`src/sv/prtf_pkg.sv`:
```
// Shared types and constants for the palette rotate / tone / fade block.
// No dependencies; used by prtf_shade and the top level.
`default_nettype none

package prtf_pkg;

    localparam int ENTRIES_DEF = 256;

    // Input operation codes
    typedef enum logic [1:0] {
        OP_WRITE     = 2'd0,
        OP_READ      = 2'd1,
        OP_ROT_FIRST = 2'd2,
        OP_ROT_LAST  = 2'd3
    } op_t;

    // Configuration register indexes
    localparam logic [1:0] REG_BRIGHTNESS = 2'd0;
    localparam logic [1:0] REG_FADE       = 2'd1;

    localparam logic [6:0] BRIGHTNESS_RST = 7'd0;
    localparam logic [8:0] FADE_RST       = 9'd256;

    // Tone curve: t = c + floor((b*c*(255-c) + HALF) / DEN)
    localparam logic [20:0] CURVE_DEN  = 21'd12750;
    localparam logic [20:0] CURVE_HALF = 21'd6375;
    localparam int          RECIP_SHIFT = 35;
    localparam logic [21:0] RECIP_MUL  = 22'((64'd1 << RECIP_SHIFT) / 64'd12750);

    typedef struct packed {
        logic       adv;
        logic [6:0] brightness;
        logic [8:0] fade;
    } shade_ctl_t;

endpackage

`default_nettype wire

```
`src/sv/prtf_shade.sv`:
```
// One channel of the tone curve and fade pipeline, five register stages.
// Depends on prtf_pkg (curve constants, control struct).
`default_nettype none

module prtf_shade (
    input  wire logic                clk,
    input  wire prtf_pkg::shade_ctl_t ctl,
    input  wire logic [7:0]          color,
    output logic      [7:0]          stored,
    output logic      [7:0]          shown
);

    logic [7:0]  c1_reg, c2_reg, c3_reg, c4_reg, c5_reg;
    logic [13:0] p1_reg;
    logic [20:0] x2_reg, x3_reg;
    logic [7:0]  qa3_reg;
    logic [7:0]  t4_reg;
    logic [7:0]  s5_reg;

    logic [13:0] p1_next;
    logic [20:0] x2_next;
    logic [42:0] recip_prod;
    logic [7:0]  qa3_next;
    logic [20:0] qd_prod;
    logic [20:0] rem;
    logic [8:0]  t_sum;
    logic [7:0]  t4_next;
    logic [16:0] fade_prod;
    logic [7:0]  s5_next;

    always_comb
    begin
        p1_next    = 14'(16'(color) * 16'(8'd255 - color));
        x2_next    = 21'(21'(ctl.brightness) * 21'(p1_reg)) + prtf_pkg::CURVE_HALF;
        recip_prod = 43'(x2_reg) * 43'(prtf_pkg::RECIP_MUL);
        qa3_next   = recip_prod[prtf_pkg::RECIP_SHIFT +: 8];
        // estimate is exact or one low; one compare fixes it
        qd_prod    = 21'(qa3_reg) * prtf_pkg::CURVE_DEN;
        rem        = x3_reg - qd_prod;
        t_sum      = 9'(c3_reg) + 9'(qa3_reg) + 9'(rem >= prtf_pkg::CURVE_DEN);
        t4_next    = t_sum[8] ? 8'd255 : t_sum[7:0];
        fade_prod  = 17'(t4_reg) * 17'(ctl.fade);
        s5_next    = fade_prod[16] ? 8'd255 : fade_prod[15:8];
    end

    always_ff @(posedge clk)
    begin
        if (ctl.adv)
        begin
            c1_reg  <= color;
            p1_reg  <= p1_next;
            c2_reg  <= c1_reg;
            x2_reg  <= x2_next;
            c3_reg  <= c2_reg;
            x3_reg  <= x2_reg;
            qa3_reg <= qa3_next;
            c4_reg  <= c3_reg;
            t4_reg  <= t4_next;
            c5_reg  <= c4_reg;
            s5_reg  <= s5_next;
        end
    end

    assign stored = c5_reg;
    assign shown  = s5_reg;

endmodule

`default_nettype wire

```
`config.mk`:
```
export PLATFORM = sky130hd
export DESIGN_NAME = prtf_shade
export DESIGN_NICKNAME = d
export VERILOG_FILES = /design/src/sv/prtf_pkg.sv /design/src/sv/prtf_shade.sv
export SDC_FILE = /design/constraint.sdc
export NUM_CORES = 1
export LEC_CHECK = 0
export BUFFER_PORTS_ARGS = -buffer_cell sky130_fd_sc_hd__buf_2
export CAP_MARGIN = 10
export CORE_MARGIN = 4
export CORE_UTILIZATION = 59
export DETAILED_ROUTE_END_ITERATION = 8
export MAX_ROUTING_LAYER = met4
export PLACE_DENSITY = 0.79
export SLEW_MARGIN = 25
export SYNTH_ARGS = -nofsm -noshare
export SYNTH_HDL_FRONTEND = slang
export SYNTH_SLANG_ARGS = --single-unit
```
`constraint.sdc`:
```
create_clock -name clk -period 14.6 [get_ports clk]
set_input_delay 0.73 -clock clk [delete_from_list [all_inputs] [get_ports clk]]
set_output_delay 0.73 -clock clk [all_outputs]
set_load 0.02 [all_outputs]
```
==> impl_metrics.json <==
{
  "status": "completed",
  "clk_latency_ns": 0.43,
  "startpoint_type": "register",
  "fin_worst_skew_ns": 0.0115,
  "grt_pass1_wl_um": 68200,
  "worstHoldStart": "c1_reg[0]$_DFFE_PP_",
  "post_cts_resized": 0,
  "gp_congestion": 0.925,
  "vias": 13300,
  "cts_tree": "yes",
  "dr.first_iter.drc_count": 628,
  "slowest_stage": "fa_1",
  "ys_seq_area_share_pct": 17.6,
  "finalCriticalPeriod_ns": 8.82,
  "cap_viol_max_count": 0,
  "drive_gt1_share_pct": 4.72,
  "n_antenna_cell": 0,
  "wire_per_inst_um": 16.2,
  "timing.final.crit_share_pct": 60.4,
  "antenna_found_initial": 0,
  "row_count": 67,
  "antenna_left": 0,
  "crit_type": "register to register",
  "via_per_inst": 5.46,
  "final_common_cell": "inv_1",
  "cts_setup_buffers": 0,
  "drc_errors": 0,
  "synth_edf_count": 117,
  "start_util_pct": 59.6,
  "r2r-start": "qa3_reg[5]$_DFFE_PP_",
  "cts_root_buf": "clkbuf_16",
  "numClockSinks": 117,
  "firstDrtPassIters": 5,
  "syn2layout_area_growth_pct": 6.66,
  "critPathMaxStageDelay_ns": 0.61,
  "die_w_um": 192,
  "grt_overflow": 0,
  "maxSlewHeadroom_pct": 46.7,
  "hold_class": "register to register",
  "setup_viol": 0,
  "critPathCaptureType": "register",
  "r2r-end": "t4_reg[7]$_SDFFCE_PP1P_",
  "path_common_cell": "fa_1",
  "mostFrequentLayoutCells": "inv_1, ha_1, fa_1",
  "portBuffers": 41,
  "die_y_um": 192,
  "clock.fmax_ghz": 0.113,
  "async_flop_share_pct": 0,
  "hold_buffers": 0,
  "cts_made_buffers": 17,
  "htreeDepth": 4,
  "grt_usage_pct": 23.6,
  "holdPathStages": 0,
  "fin_nets": 2687,
  "grt_pass1_vias": 14400,
  "clk_pin_slew_ns": 0.06,
  "dp_hpwl_um": 33200,
  "yosys_warnings": 0,
  "worstMarginPinSlew_ns": 0.800,
  "rr_worst_depth": 33,
  "crit_fanout": 8,
  "drv_slew": 0,
  "hold_viol": 0,
  "synth.distinct_cells": 63,
  "clockBufferDepth": 2,
  "worst_ep_required_time_ns": 14.74,
  "grt_max_degree": 67,
  "synthFlopType": "edfxtp_1",
  "die-area_um2": 36800,
  "syn_area_per_cell_um2": 10.3,
  "startpoint": "qa3_reg[5]$_DFFE_PP_",
  "rsz0062_at_grt": "no",
  "syn_area_um2": 19900,
  "rrSetupSlack_ns": 5.78,
  "hold-path-endpoint": "c2_reg[0]$_DFFE_PP_",
  "core_um2": 33400,
  "ys_ff_latch": 117,
  "synth_nets": 2640,
  "synthCells": 1932,
  "worstPathArrival_ns": 8.96,
  "io_pins": 42,
  "wl_um": 39600,
  "setup_tns_ns": 0
}
kinds of logic after synthesis:
family,Yosys count,share of synthesized area [%]
AOI/OAI and AO/OA,205,6.98
xor gates and xnor gates,69,3.03
adders and majority gates,682,53.7
buffers and inverters,466,8.77
DFF,117,17.6
muxes,2,0.113
and+or+nand+nor,391,9.84
layout make-up:
class / count / area [µm²]
multi-input cells: 1349 / 14700
fillers: 2564 / 12200
flip-flops and latches: 117 / 3510
inverters: 452 / 1700
well taps: 448 / 561
clock buffers: 18 / 429
repair buffers: 42 / 215
clock inverters: 14 / 175
worst max-delay path by stage:
| stage | end | depth (start not counted) |
|---|---|---|
| 3_5_place_dp | t4_reg[3]$_SDFFCE_PP1P_ | 33 |
| 4_1_cts | t4_reg[3]$_SDFFCE_PP1P_ | 33 |
| 5_1_grt | t4_reg[3]$_SDFFCE_PP1P_ | 33 |
| 6_report | t4_reg[7]$_SDFFCE_PP1P_ | 33 |
| 2_1_floorplan | t4_reg[2]$_SDFFCE_PP1P_ | 33 |
| 3_3_place_gp | t4_reg[5]$_SDFFCE_PP1P_ | 33 |
metal layers:
layer  up-vias  share of wire, %  track usage, %
met5         -                 0               -
met1      6666                42            29.6
met4         0               2.1            5.58
met3        68               4.4            3.53
met2       263                52            40.9
li1       6331                 -               -
cells in the mapped netlist, drive strengths merged, types with 13 or more instances:
| cell type | instances | area [µm²] |
|---|---|---|
| fa | 289 | 5790 |
| nand3 | 23 | 115 |
| ha | 393 | 4920 |
| nor3 | 25 | 125 |
| inv | 450 | 1690 |
| xnor2 | 43 | 377 |
| a21oi | 49 | 245 |
| a21o | 24 | 180 |
| and2 | 99 | 619 |
| clkbuf | 14 | 52.6 |
| nor2b | 18 | 113 |
| nor2 | 67 | 251 |
| nand2b | 13 | 81.3 |
| xor2 | 26 | 228 |
| o21a | 15 | 113 |
| o21ai | 45 | 233 |
| nand2 | 111 | 417 |
| edfxtp | 117 | 3510 |
critical path, delay by kind of cell (launching register included):
kind / cells / cell delay [ns]
xor+xnor: 1 / 0.18
fa+ha+maj: 8 / 3.27
flops: 1 / 0.50
compound gates: 12 / 2.60
mux: 1 / 0.27
buf+inv: 2 / 0.11
simple gates: 9 / 1.62
through the flow:
step,setup slack (ns),utilization [%],cells,cell area [µm²],hold WS (ns)
floorplan,7.04,-,1932,19900,0.400
global placement,6.22,61.8,2408,20700,0.400
detailed placement,5.82,61.8,2408,20700,0.405
CTS,5.81,63.6,2440,21300,0.412
global route,5.05,63.6,2440,21300,0.419
finish,5.78,63.6,2440,21300,0.415
Power is left out: the tool's default activity adds up to more than one toggle a clock period on the data nets, which glitch-free logic cannot reach.
